==> src/rtl/fdrle_pkg.sv <==
// ----------------------------------------------------------------------------
// fdrle_pkg
// Types and constants shared by the frame delta run-length encoder.
// ----------------------------------------------------------------------------
package fdrle_pkg;

  localparam int unsigned FRAME_PIXELS_DEF = 1048576;
  localparam int unsigned MAX_RUN_DEF      = 255;

  localparam int unsigned ColorW = 24;
  localparam int unsigned IndexW = 20;
  localparam int unsigned CountW = 8;
  localparam int unsigned StoreW = ColorW + 1;  // written mark on top

  // range check is done at this width so that frame sizes below 2^25 fit
  localparam int unsigned LimitW = 25;

  localparam logic [ColorW-1:0] UNCHANGED_CODE = 24'h000001;

  // front to back queue, power of two
  localparam int unsigned QUEUE_DEPTH = 2;

  typedef struct packed {
    logic [ColorW-1:0] pixel_color;
    logic [IndexW-1:0] pixel_index;
    logic              first_pixel;
    logic              last_pixel;
  } pixel_t;

  typedef struct packed {
    logic [CountW-1:0] run_count;
    logic [ColorW-1:0] run_code;
    logic              last_run;
  } run_t;

  typedef struct packed {
    logic [ColorW-1:0] code;
    logic              first;
    logic              last;
  } code_item_t;

  typedef struct packed {
    logic clearing;
    logic stage_valid;
  } front_status_t;

endpackage

==> src/rtl/fdrle_queue.sv <==
// ----------------------------------------------------------------------------
// fdrle_queue
// Short FIFO of classified codes between the front and the run engine.
// ----------------------------------------------------------------------------
module fdrle_queue import fdrle_pkg::*; (
  input  logic       clk_i,
  input  logic       rst_ni,
  input  logic       push_valid_i,
  output logic       push_ready_o,
  input  code_item_t push_data_i,
  output logic       pop_valid_o,
  input  logic       pop_ready_i,
  output code_item_t pop_data_o
);

  localparam int unsigned PtrW = (QUEUE_DEPTH > 1) ? $clog2(QUEUE_DEPTH) : 1;
  localparam logic [PtrW:0] Full = (PtrW+1)'(QUEUE_DEPTH);

  code_item_t       fifo_q [QUEUE_DEPTH];
  logic [PtrW-1:0]  wr_ptr_q, rd_ptr_q;
  logic [PtrW:0]    cnt_q;
  logic             push, pop;

  assign push_ready_o = (cnt_q != Full);
  assign pop_valid_o  = (cnt_q != '0);
  assign push         = push_valid_i && push_ready_o;
  assign pop          = pop_valid_o && pop_ready_i;
  assign pop_data_o   = fifo_q[rd_ptr_q];

  always_ff @(posedge clk_i) begin
    if (push) begin
      fifo_q[wr_ptr_q] <= push_data_i;
    end
  end

  always_ff @(posedge clk_i or negedge rst_ni) begin
    if (!rst_ni) begin
      wr_ptr_q <= '0;
      rd_ptr_q <= '0;
      cnt_q    <= '0;
    end else begin
      if (push) begin
        wr_ptr_q <= wr_ptr_q + 1'b1;
      end
      if (pop) begin
        rd_ptr_q <= rd_ptr_q + 1'b1;
      end
      cnt_q <= cnt_q + {{PtrW{1'b0}}, push} - {{PtrW{1'b0}}, pop};
    end
  end

endmodule

==> config.mk <==
export PLATFORM = sky130hd
export DESIGN_NAME = fdrle_queue
export DESIGN_NICKNAME = d
export VERILOG_FILES = /design/src/rtl/fdrle_pkg.sv /design/src/rtl/fdrle_queue.sv
export SDC_FILE = /design/constraint.sdc
export NUM_CORES = 1
export LEC_CHECK = 0
export BUFFER_PORTS_ARGS = -buffer_cell sky130_fd_sc_hd__buf_2
export CORE_MARGIN = 1
export CORE_UTILIZATION = 55
export DETAILED_ROUTE_END_ITERATION = 10
export PLACE_DENSITY = 0.83
export SETUP_SLACK_MARGIN = 0.3
export SYNTH_ARGS = -nofsm -noshare
export SYNTH_HDL_FRONTEND = slang
export SYNTH_SLANG_ARGS = --single-unit
==> constraint.sdc <==
create_clock -name clk_i -period 3.15 [get_ports clk_i]
set_input_delay 0.1575 -clock clk_i [delete_from_list [all_inputs] [get_ports clk_i]]
set_output_delay 0.1575 -clock clk_i [all_outputs]
set_load 0.01 [all_outputs]
==> results.sh <==
export IMPL_design_die_area_sq_mm=0.00407
export IMPL_grt_use_met2_pct=26.3
export IMPL_grt_max_degree=27
export IMPL_clock_skew_ns=0.00469
export IMPL_dpl_worst_slack_ns=1.30
export IMPL_required_ns=2.99
export IMPL_worst_r2r_cell_count=4
export IMPL_clock_sinks=56
export IMPL_drv_slew=0
export IMPL_busiest_layer="met2"
export IMPL_hold_buffers=1
export IMPL_clkTransAtPathRegs_ns=0.08
export IMPL_worstHoldPathCells=1
export IMPL_avgSynthCellArea_sq_um=20.4
export IMPL_synth_cell_types=18
export IMPL_nNetsFinal=199
export IMPL_path_max_fanout=15
export IMPL_seq_area_frac_synth_pct=79.1
export IMPL_crit_type="reg2out"
export IMPL_place_gp_congestion=0.679
export IMPL_wl_mm=3.06
export IMPL_synthSimpleGateAreaFrac_pct=2.32
export IMPL_timing_final_ws_setup_ns=1.16
export IMPL_cts_buffers=5
export IMPL_period_share_pct=63.1
export IMPL_synth_compound_area_share_pct=1.49
export IMPL_ios=58
export IMPL_synth_seq_cells=56
export IMPL_syn_inst=103
export IMPL_die_width_microns=63.8
export IMPL_nFillCells=246
export IMPL_dpl_hpwl_mm=2.17
export IMPL_powerDensity_mw_per_mm2=844
export IMPL_grt_pass1_vias=1038
export IMPL_cts_tree="done"
export IMPL_syn_num_nets=134
export IMPL_rsz0062_at_grt="no"
export IMPL_crit_arrival_ns=1.83
export IMPL_root_buffer="clkbuf_8"
export IMPL_dr_pass1_iters=4
export IMPL_grt_pass1_wl_mm=4.72
export IMPL_worstSkewPairLatency_ns=0.29
export IMPL_antenna_found_initial=0
export IMPL_setup_violations_final=0
export IMPL_slowest_stage="dfrtp_1"
export IMPL_synth_area_mux_share_pct=13.9
export IMPL_die_y_microns=63.8
export IMPL_met3_usage_pct=4.11
export IMPL_area_delta_synth_final_pct=20.5
export IMPL_min_path_type="in2reg"
export IMPL_synth_xor_area_share_pct=1.25
export IMPL_track_usage_pct=16.2
export IMPL_avgViaCountPerCell=5.09
export IMPL_diodes=0
export IMPL_wl_per_cell_microns=14.1
export IMPL_worstMarginPinSlew_ns=0.598
export IMPL_relSlewSlack_pct=60.1
export IMPL_rows=22
export IMPL_gr_total_overflow=0
export IMPL_max_stage_delay_ns=0.70
export IMPL_synth_yosys_warnings=0
export IMPL_status="completed"
export IMPL_period_minus_slack_ns=1.99
export IMPL_drt_iter0_markers=31
export IMPL_maxCapViolations=0
export IMPL_io_buffers=57
export IMPL_finalSetupTns_ns=0
export IMPL_cts_path_max_buffers=2
export IMPL_p_leak_nw=0.967
export IMPL_cts_resized=0
export IMPL_startpoint_type="register"
export IMPL_post_cts_repair_setup_buffers=0
export IMPL_synth_fa_ha_area_share_pct=0.596
export IMPL_synth_area_sq_mm=0.00210
export IMPL_synth_top_family_by_area="multiplexers"
export IMPL_multi_input_area_sq_um=414
export IMPL_core_area_sq_mm=0.00366
export IMPL_drc=0
export IMPL_ant_nets=0
export IMPL_cts_htree_levels=2
export IMPL_peakVddDrop_mv=0.505
export IMPL_drive_above_1_share_pct=56.0
export IMPL_max_freq_ghz=0.503
export IMPL_cp_end_kind="output port"
export IMPL_grtUsageMet1_pct=20.1
export IMPL_start_util_pct=57.4
export IMPL_seq_area_sq_mm=0.00166
export IMPL_num_vias=1100
export IMPL_hold_viol=0
export IMPL_crit_chain="buf_4 > mux2_2 > buf_2"
==> state kept, by name, indices dropped and copies added (netlist names) <==
register,flops
cnt_q,2
wr_ptr_q,1
rd_ptr_q,1
fifo_q,52
==> layout by cell type (no fill, tap or decap), drive strengths merged, types with 2 or more instances in the layout <==
master | synthesis | final
nand2 | 2 | 2
buf | 3 | 60
xnor2 | 3 | 3
clkbuf | 0 | 6
mux2 | 26 | 26
nor2 | 3 | 3
dfrtp | 4 | 4
edfxtp | 52 | 52
==> area by class of cell <==
| type | instances | area share [%] |
|---|---|---|
| clock inverters | 1 | 0.198 |
| multi-input cells | 44 | 16.4 |
| clock buffers | 6 | 2.87 |
| repair buffers | 61 | 12.6 |
| well taps | 48 | 2.37 |
| flip-flops and latches | 56 | 65.6 |
==> power by group <==
part / total, mW / internal (mW) / switching (mW)
Combinational: 0.685 / 0.340 / 0.345
Clock: 0.342 / 0.151 / 0.191
Sequential: 1.11 / 1.02 / 0.0898
Total: 2.14 / 1.51 / 0.626
==> kinds of logic after synthesis <==
| logic type | Yosys count |
|---|---|
| AOI/OAI and AO/OA | 4 |
| xor gates and xnor gates | 3 |
| adders and majority gates | 1 |
| buffers and inverters | 3 |
| DFF | 56 |
| muxes | 26 |
| and+or+nand+nor | 10 |
==> metal layers <==
metal	vias up	share of wire (%)
met2	41	50
li1	526	-
met3	7	6.1
met5	-	0
met1	526	41
met4	0	2.2
==> cells in the mapped netlist <==
master / count / area share, %
dfrtp_1: 4 / 4.8
a211oi_1: 1 / 0.36
nand2_1: 2 / 0.36
o21ai_0: 1 / 0.24
ha_1: 1 / 0.60
and3_1: 1 / 0.30
mux2_2: 26 / 14
nand3_1: 1 / 0.24
buf_2: 1 / 0.24
edfxtp_1: 52 / 74
nor2b_1: 1 / 0.30
nor2_1: 3 / 0.54
or2_2: 1 / 0.30
buf_6: 2 / 1.1
nand2b_1: 1 / 0.30
a21bo_1: 1 / 0.48
a32oi_1: 1 / 0.42
xnor2_1: 3 / 1.3
==> stage by stage <==
step | hold slack (ns) | utilization (%) | instance area (sq um) | instances | power (mW)
after floorplan | -0.138 | - | 2100 | 103 | 1.57
after global placement | -0.0352 | 66.7 | 2440 | 208 | 1.79
after detailed placement | -0.0269 | 66.7 | 2440 | 208 | 1.82
after CTS | 0.0449 | 69.1 | 2530 | 216 | 2.16
after global routing | 0.0420 | 69.1 | 2530 | 216 | 2.24
final | 0.0505 | 69.1 | 2530 | 216 | 2.14
==> critical path, delay by kind of cell, from the launching register on <==
family,cells,cell delay [ns]
muxes,1,0.36
DFF,1,0.70
buffers and inverters,2,0.48
==> path summary, 6_finish.rpt <==
check	slack (ns)	startpoint	end
setup / recovery	1.16	rd_ptr_q$_DFFE_PN0P_	pop_data_o[18]
hold / removal	0.05	push_data_i[6]	fifo_q[1][6]$_DFFE_PP_
setup reg to reg	1.29	cnt_q[0]$_DFF_PN0_	fifo_q[0][4]$_DFFE_PP_
hold reg to reg	0.55	wr_ptr_q$_DFFE_PN0P_	wr_ptr_q$_DFFE_PN0P_
max in group asynchronous	2.83	rst_ni	rd_ptr_q$_DFFE_PN0P_
min in group asynchronous	0.19	rst_ni	wr_ptr_q$_DFFE_PN0P_
No activity file was read; power rests on OpenSTA's default activity.
