--- src/rtl/fdrle_pkg.sv ---
// ----------------------------------------------------------------------------
// fdrle_pkg
// Types and constants shared by the frame delta run-length encoder.
// ----------------------------------------------------------------------------
package fdrle_pkg;

  localparam int unsigned FRAME_PIXELS_DEF = 1048576;
  localparam int unsigned MAX_RUN_DEF      = 255;

  localparam int unsigned ColorW = 24;
  localparam int unsigned IndexW = 20;
  localparam int unsigned CountW = 8;
  localparam int unsigned StoreW = ColorW + 1;  // written mark on top

  // range check is done at this width so that frame sizes below 2^25 fit
  localparam int unsigned LimitW = 25;

  localparam logic [ColorW-1:0] UNCHANGED_CODE = 24'h000001;

  // front to back queue, power of two
  localparam int unsigned QUEUE_DEPTH = 2;

  typedef struct packed {
    logic [ColorW-1:0] pixel_color;
    logic [IndexW-1:0] pixel_index;
    logic              first_pixel;
    logic              last_pixel;
  } pixel_t;

  typedef struct packed {
    logic [CountW-1:0] run_count;
    logic [ColorW-1:0] run_code;
    logic              last_run;
  } run_t;

  typedef struct packed {
    logic [ColorW-1:0] code;
    logic              first;
    logic              last;
  } code_item_t;

  typedef struct packed {
    logic clearing;
    logic stage_valid;
  } front_status_t;

endpackage

--- src/rtl/fdrle_back.sv ---
// ----------------------------------------------------------------------------
// fdrle_back
// Run engine: extends, breaks and flushes runs into a two-word output buffer.
// ----------------------------------------------------------------------------
module fdrle_back import fdrle_pkg::*; #(
  parameter int unsigned MAX_RUN = MAX_RUN_DEF
) (
  input  logic       clk_i,
  input  logic       rst_ni,
  input  logic       q_valid_i,
  output logic       q_ready_o,
  input  code_item_t q_data_i,
  output logic       out_valid_o,
  input  logic       out_ready_i,
  output run_t       out_data_o
);

  localparam logic [CountW-1:0] MaxRun = CountW'(MAX_RUN);

  logic [ColorW-1:0] open_code_q, open_code_d;
  logic [CountW-1:0] open_count_q, open_count_d;
  run_t              obuf_q [2];
  run_t              obuf_d [2];
  logic [1:0]        ocnt_q, ocnt_d, ocnt_mid;

  logic              out_pop, same_run, brk, restart, take;
  logic [1:0]        avail, n_words;
  logic [CountW-1:0] new_count;
  logic [ColorW-1:0] new_code;
  run_t              r0, r1;

  assign out_valid_o = (ocnt_q != 2'd0);
  assign out_data_o  = obuf_q[0];
  assign out_pop     = out_valid_o && out_ready_i;
  assign avail       = 2'd2 - ocnt_q + {1'b0, out_pop};

  assign same_run  = (q_data_i.code == open_code_q) && (open_count_q < MaxRun);
  assign brk       = !q_data_i.first && (open_count_q != '0) && !same_run;
  assign restart   = q_data_i.first || (open_count_q == '0) || brk;
  assign new_count = restart ? CountW'(1) : open_count_q + 1'b1;
  assign new_code  = restart ? q_data_i.code : open_code_q;
  assign n_words   = {1'b0, brk} + {1'b0, q_data_i.last};

  // broken run goes out first, the flush after it
  assign r1 = run_t'{run_count: new_count, run_code: new_code, last_run: 1'b1};
  assign r0 = brk ? run_t'{run_count: open_count_q, run_code: open_code_q, last_run: 1'b0}
                  : r1;

  assign take      = q_valid_i && (n_words <= avail);
  assign q_ready_o = (n_words <= avail);

  always_comb begin
    open_code_d  = open_code_q;
    open_count_d = open_count_q;
    if (take) begin
      if (q_data_i.last) begin
        open_code_d  = '0;
        open_count_d = '0;
      end else begin
        open_code_d  = new_code;
        open_count_d = new_count;
      end
    end
  end

  always_comb begin
    obuf_d   = obuf_q;
    ocnt_mid = ocnt_q;
    if (out_pop) begin
      obuf_d[0] = obuf_q[1];
      ocnt_mid  = ocnt_q - 2'd1;
    end
    ocnt_d = ocnt_mid;
    if (take) begin
      case (n_words)
        2'd1: begin
          obuf_d[ocnt_mid[0]] = r0;
        end
        2'd2: begin
          obuf_d[0] = r0;
          obuf_d[1] = r1;
        end
        default: ;
      endcase
      ocnt_d = ocnt_mid + n_words;
    end
  end

  always_ff @(posedge clk_i) begin
    obuf_q <= obuf_d;
  end

  always_ff @(posedge clk_i or negedge rst_ni) begin
    if (!rst_ni) begin
      open_code_q  <= '0;
      open_count_q <= '0;
      ocnt_q       <= 2'd0;
    end else begin
      open_code_q  <= open_code_d;
      open_count_q <= open_count_d;
      ocnt_q       <= ocnt_d;
    end
  end

endmodule

--- config.mk ---
export PLATFORM = sky130hd
export DESIGN_NAME = fdrle_back
export DESIGN_NICKNAME = d
export VERILOG_FILES = /design/src/rtl/fdrle_pkg.sv /design/src/rtl/fdrle_back.sv
export SDC_FILE = /design/constraint.sdc
export NUM_CORES = 1
export LEC_CHECK = 0
export BUFFER_PORTS_ARGS = -buffer_cell sky130_fd_sc_hd__buf_2
export CAP_MARGIN = 30
export CELL_PAD_IN_SITES_DETAIL_PLACEMENT = 0
export CELL_PAD_IN_SITES_GLOBAL_PLACEMENT = 1
export CORE_ASPECT_RATIO = 0.8
export CORE_MARGIN = 2
export CORE_UTILIZATION = 40
export DETAILED_ROUTE_END_ITERATION = 16
export PLACE_DENSITY_LB_ADDON = 0.25
export SYNTH_ARGS = -nofsm -noshare
export SYNTH_HDL_FRONTEND = slang
export SYNTH_SLANG_ARGS = --single-unit
--- constraint.sdc ---
create_clock -name clk_i -period 5.25 [get_ports clk_i]
set_input_delay 0.7875 -clock clk_i [delete_from_list [all_inputs] [get_ports clk_i]]
set_output_delay 0.7875 -clock clk_i [all_outputs]
set_load 0.03 [all_outputs]
==> out/qor.yml <==
grt_antenna_before_repair: 0
io_buffers: 64
tritoncts: "done"
final_hold_viol_count: 0
fp.dieArea_um2: 15280
cp_data_arrival_time_ps: 3680
post-cts-setup-buffer-count: 0
routed_wire_length_per_instance_um: 19.04
max_cap_violations: 0
report.final.setup_viol: 0
avgViaCountPerCell: 5.631
worst_slack_at_placement_ps: 500.7
timing.clock.skew_ps: 7.634
pin_count_of_the_biggest_net_entering_global_routing: 65
fmaxAchievable_mhz: 223.7
final_min_period_over_clock_period: 0.8517
routed_wl_um: 15270
clk_latency_ps: 350
gpl.final_weighted_congestion: 0.8030
initial_utilization: 0.4042
fp.dieH_um: 111.0
final_net_count: 653
core_region_area_um2: 14150
critical_path_class: "input port to output port"
multiInputGateArea_um2: 2748
number_of_fillers_in_the_final_layout: 1417
worst_ir_drop_vdd_v: 0.0003021
final-seq-area_um2: 2502
areaGrowthSynthToFinish_pct: 9.514
rows: 39
critical_path_required_ps: 4460
die_width_um: 137.7
final_layout_size_suffix_gt1_frac: 0.1796
setup_repair_after_global_routing_missed_its_margin: "false"
post_cts_hold_buffer_count: 0
ys_dominant_reg_cell: "dfrtp_1"
cts.root.buffer_cell: "clkbuf_16"
max-slew-margin-rel: 0.4292
crit_path_max_fanout: 4
vias: 4516
synth-seq-area-share: 0.4374
netlist_area_um2: 5720
result_of_the_run: "completed"
critical_path.startpoint_type: "input port"
most_common_library_cell_in_the_layout_ignoring_fill_and_taps: "buf_2"
cts-buffers-inserted: 9
post-route-min-period_ps: 4471
grt_util_all_layers: 0.2071
clock_tree.buffer_depth: 2
finalNonFillerCells: 802
detail_route.iter0.violations: 303
power.density_nw_per_um2: 595.8
mostFrequentLayoutCells: "buf_2 (64), nand2_1 (62), nor2_1 (61), mux2i_1 (59), dfrtp_1 (34)"
detailed_place_hpwl_um: 9825
yosysUniqueCellTypes: 58
drc: 0
gr-total-overflow: 0
hold_path_class: "register to register"
worst_slack_ps: 778.8
grt_first_pass_wirelength_um: 24450
cts_resized: 0
htree_levels: 3
syn-instance-count: 601
diodes: 0
worst_setup_hold_path_clk_slew_ps: 70
synth_net_count: 641
postSynthRegisterBits: 100
ios: 65
ys.warnings.count: 0
cts_sinks: 100
final.setup.tns_ps: 0
postLayoutCoreUtil: 0.4427
place.detailed.instances: 786
post_synth.cell_area_avg_um2: 9.518
finalMaxSlewViolations: 0
detail_route.first_pass.iterations: 4
synth-edff-count: 33
ant_nets: 0
postSynth.asyncResetShare: 0.3400
max_slew.worst_pin.slew_ps: 856.3
worst_setup_path_end_kind: "output port"
grt_pass1_vias: 4425
p_leak_nw: 2.564
-- metrics by stage --
step	instance area [um2]	power (mW)	hold WS [ps]
after detailed placement	6005	3.131	513.9
after CTS	6265	3.755	527.8
after global placement	5969	3.084	502.1
after floorplan	5723	2.744	490.1
after global routing	6265	3.991	556.1
final	6265	3.733	524.3
-- power breakdown --
| part | internal, mW | switching [mW] | total, mW | leakage [nW] |
|---|---|---|---|---|
| logic | 0.625 | 1.13 | 1.76 | 1.39 |
| registers | 1.17 | 0.201 | 1.37 | 1.04 |
| clock network | 0.317 | 0.292 | 0.609 | 0.131 |
-- path summary, 6_finish.rpt --
path / start / endpoint / slack [ps] / cells after the start
hold reg to reg: open_code_q[21]$_DFFE_PN0P_ / open_code_q[21]$_DFFE_PN0P_ / 520 / 2
setup / recovery: q_data_i[13] / q_ready_o / 780 / 12
max in group asynchronous: rst_ni / open_code_q[23]$_DFFE_PN0P_ / 4160 / 1
min in group asynchronous: rst_ni / open_code_q[13]$_DFFE_PN0P_ / 550 / 1
hold / removal: open_code_q[21]$_DFFE_PN0P_ / open_code_q[21]$_DFFE_PN0P_ / 520 / 2
setup reg to reg: open_count_q[0]$_DFFE_PN0P_ / open_count_q[5]$_DFFE_PN0P_ / 890 / 17
-- state kept, by name (all words and copies together) (netlist names) --
name          flops
open_count_q      8
open_code_q      24
out_data_o       33
obuf_q           33
ocnt_q            2
-- cells in the mapped netlist, types with 3 or more instances --
library cell  number  area share
or3_1              3      0.0033
xnor2_1           23       0.035
o21ai_0           30       0.026
dfxtp_1           33        0.12
nand2_1           63       0.041
nand4_1            5      0.0055
buf_4             34       0.045
nor3_1             5      0.0044
mux2i_1           59        0.10
a221oi_1          24       0.037
clkbuf_1          30       0.020
a21oi_1           15       0.013
xor2_1            12       0.018
o22ai_1           30       0.033
nor2_1            63       0.041
ha_1              10       0.022
nor4_1             5      0.0055
a32oi_1            4      0.0061
o31a_1             3      0.0046
buf_1              6      0.0039
nand3_1            6      0.0052
a21o_1             6      0.0079
nand2b_1           3      0.0033
buf_2             10      0.0087
and3_1             3      0.0033
inv_1             12      0.0079
dfrtp_1           34        0.15
edfxtp_1          33        0.17
-- critical path, cell delays in order --
cell and delay [ps]:
buf_2 130, xnor2_1 160, nand4_1 220, or4_1 580, nor2_1 150, nor2_1 110, ha_1 310, ha_1 330
or3b_2 450, a21oi_1 200, nor2b_1 90, buf_2 180
-- routing by layer --
metal / part of all wire / global-route usage / wire, um
met1: 0.51 / 0.3037 / 7802
met2: 0.43 / 0.3111 / 6490
met3: 0.053 / 0.04664 / 812
met4: 0.011 / 0.04762 / 162
met5: 0 / 0 / 0
-- cell type report --
type / count / share of cell area
sequential: 100 / 0.3994
multi-input combinational: 407 / 0.4386
timing repair buffer: 82 / 0.07589
clock buffer: 10 / 0.03655
inverter: 13 / 0.007789
clock inverter: 6 / 0.004993
tap: 184 / 0.03675
-- logic make-up after synthesis --
logic type | count (synthesis) | share of synthesized area
and+or+nand+nor | 170 | 0.1363
AOI/OAI and AO/OA | 132 | 0.1581
DFF | 100 | 0.4374
buffers and inverters | 94 | 0.08749
muxes | 60 | 0.1052
xor gates and xnor gates | 35 | 0.05359
adders and majority gates | 10 | 0.02187
Power figures use the tool's default switching activity.
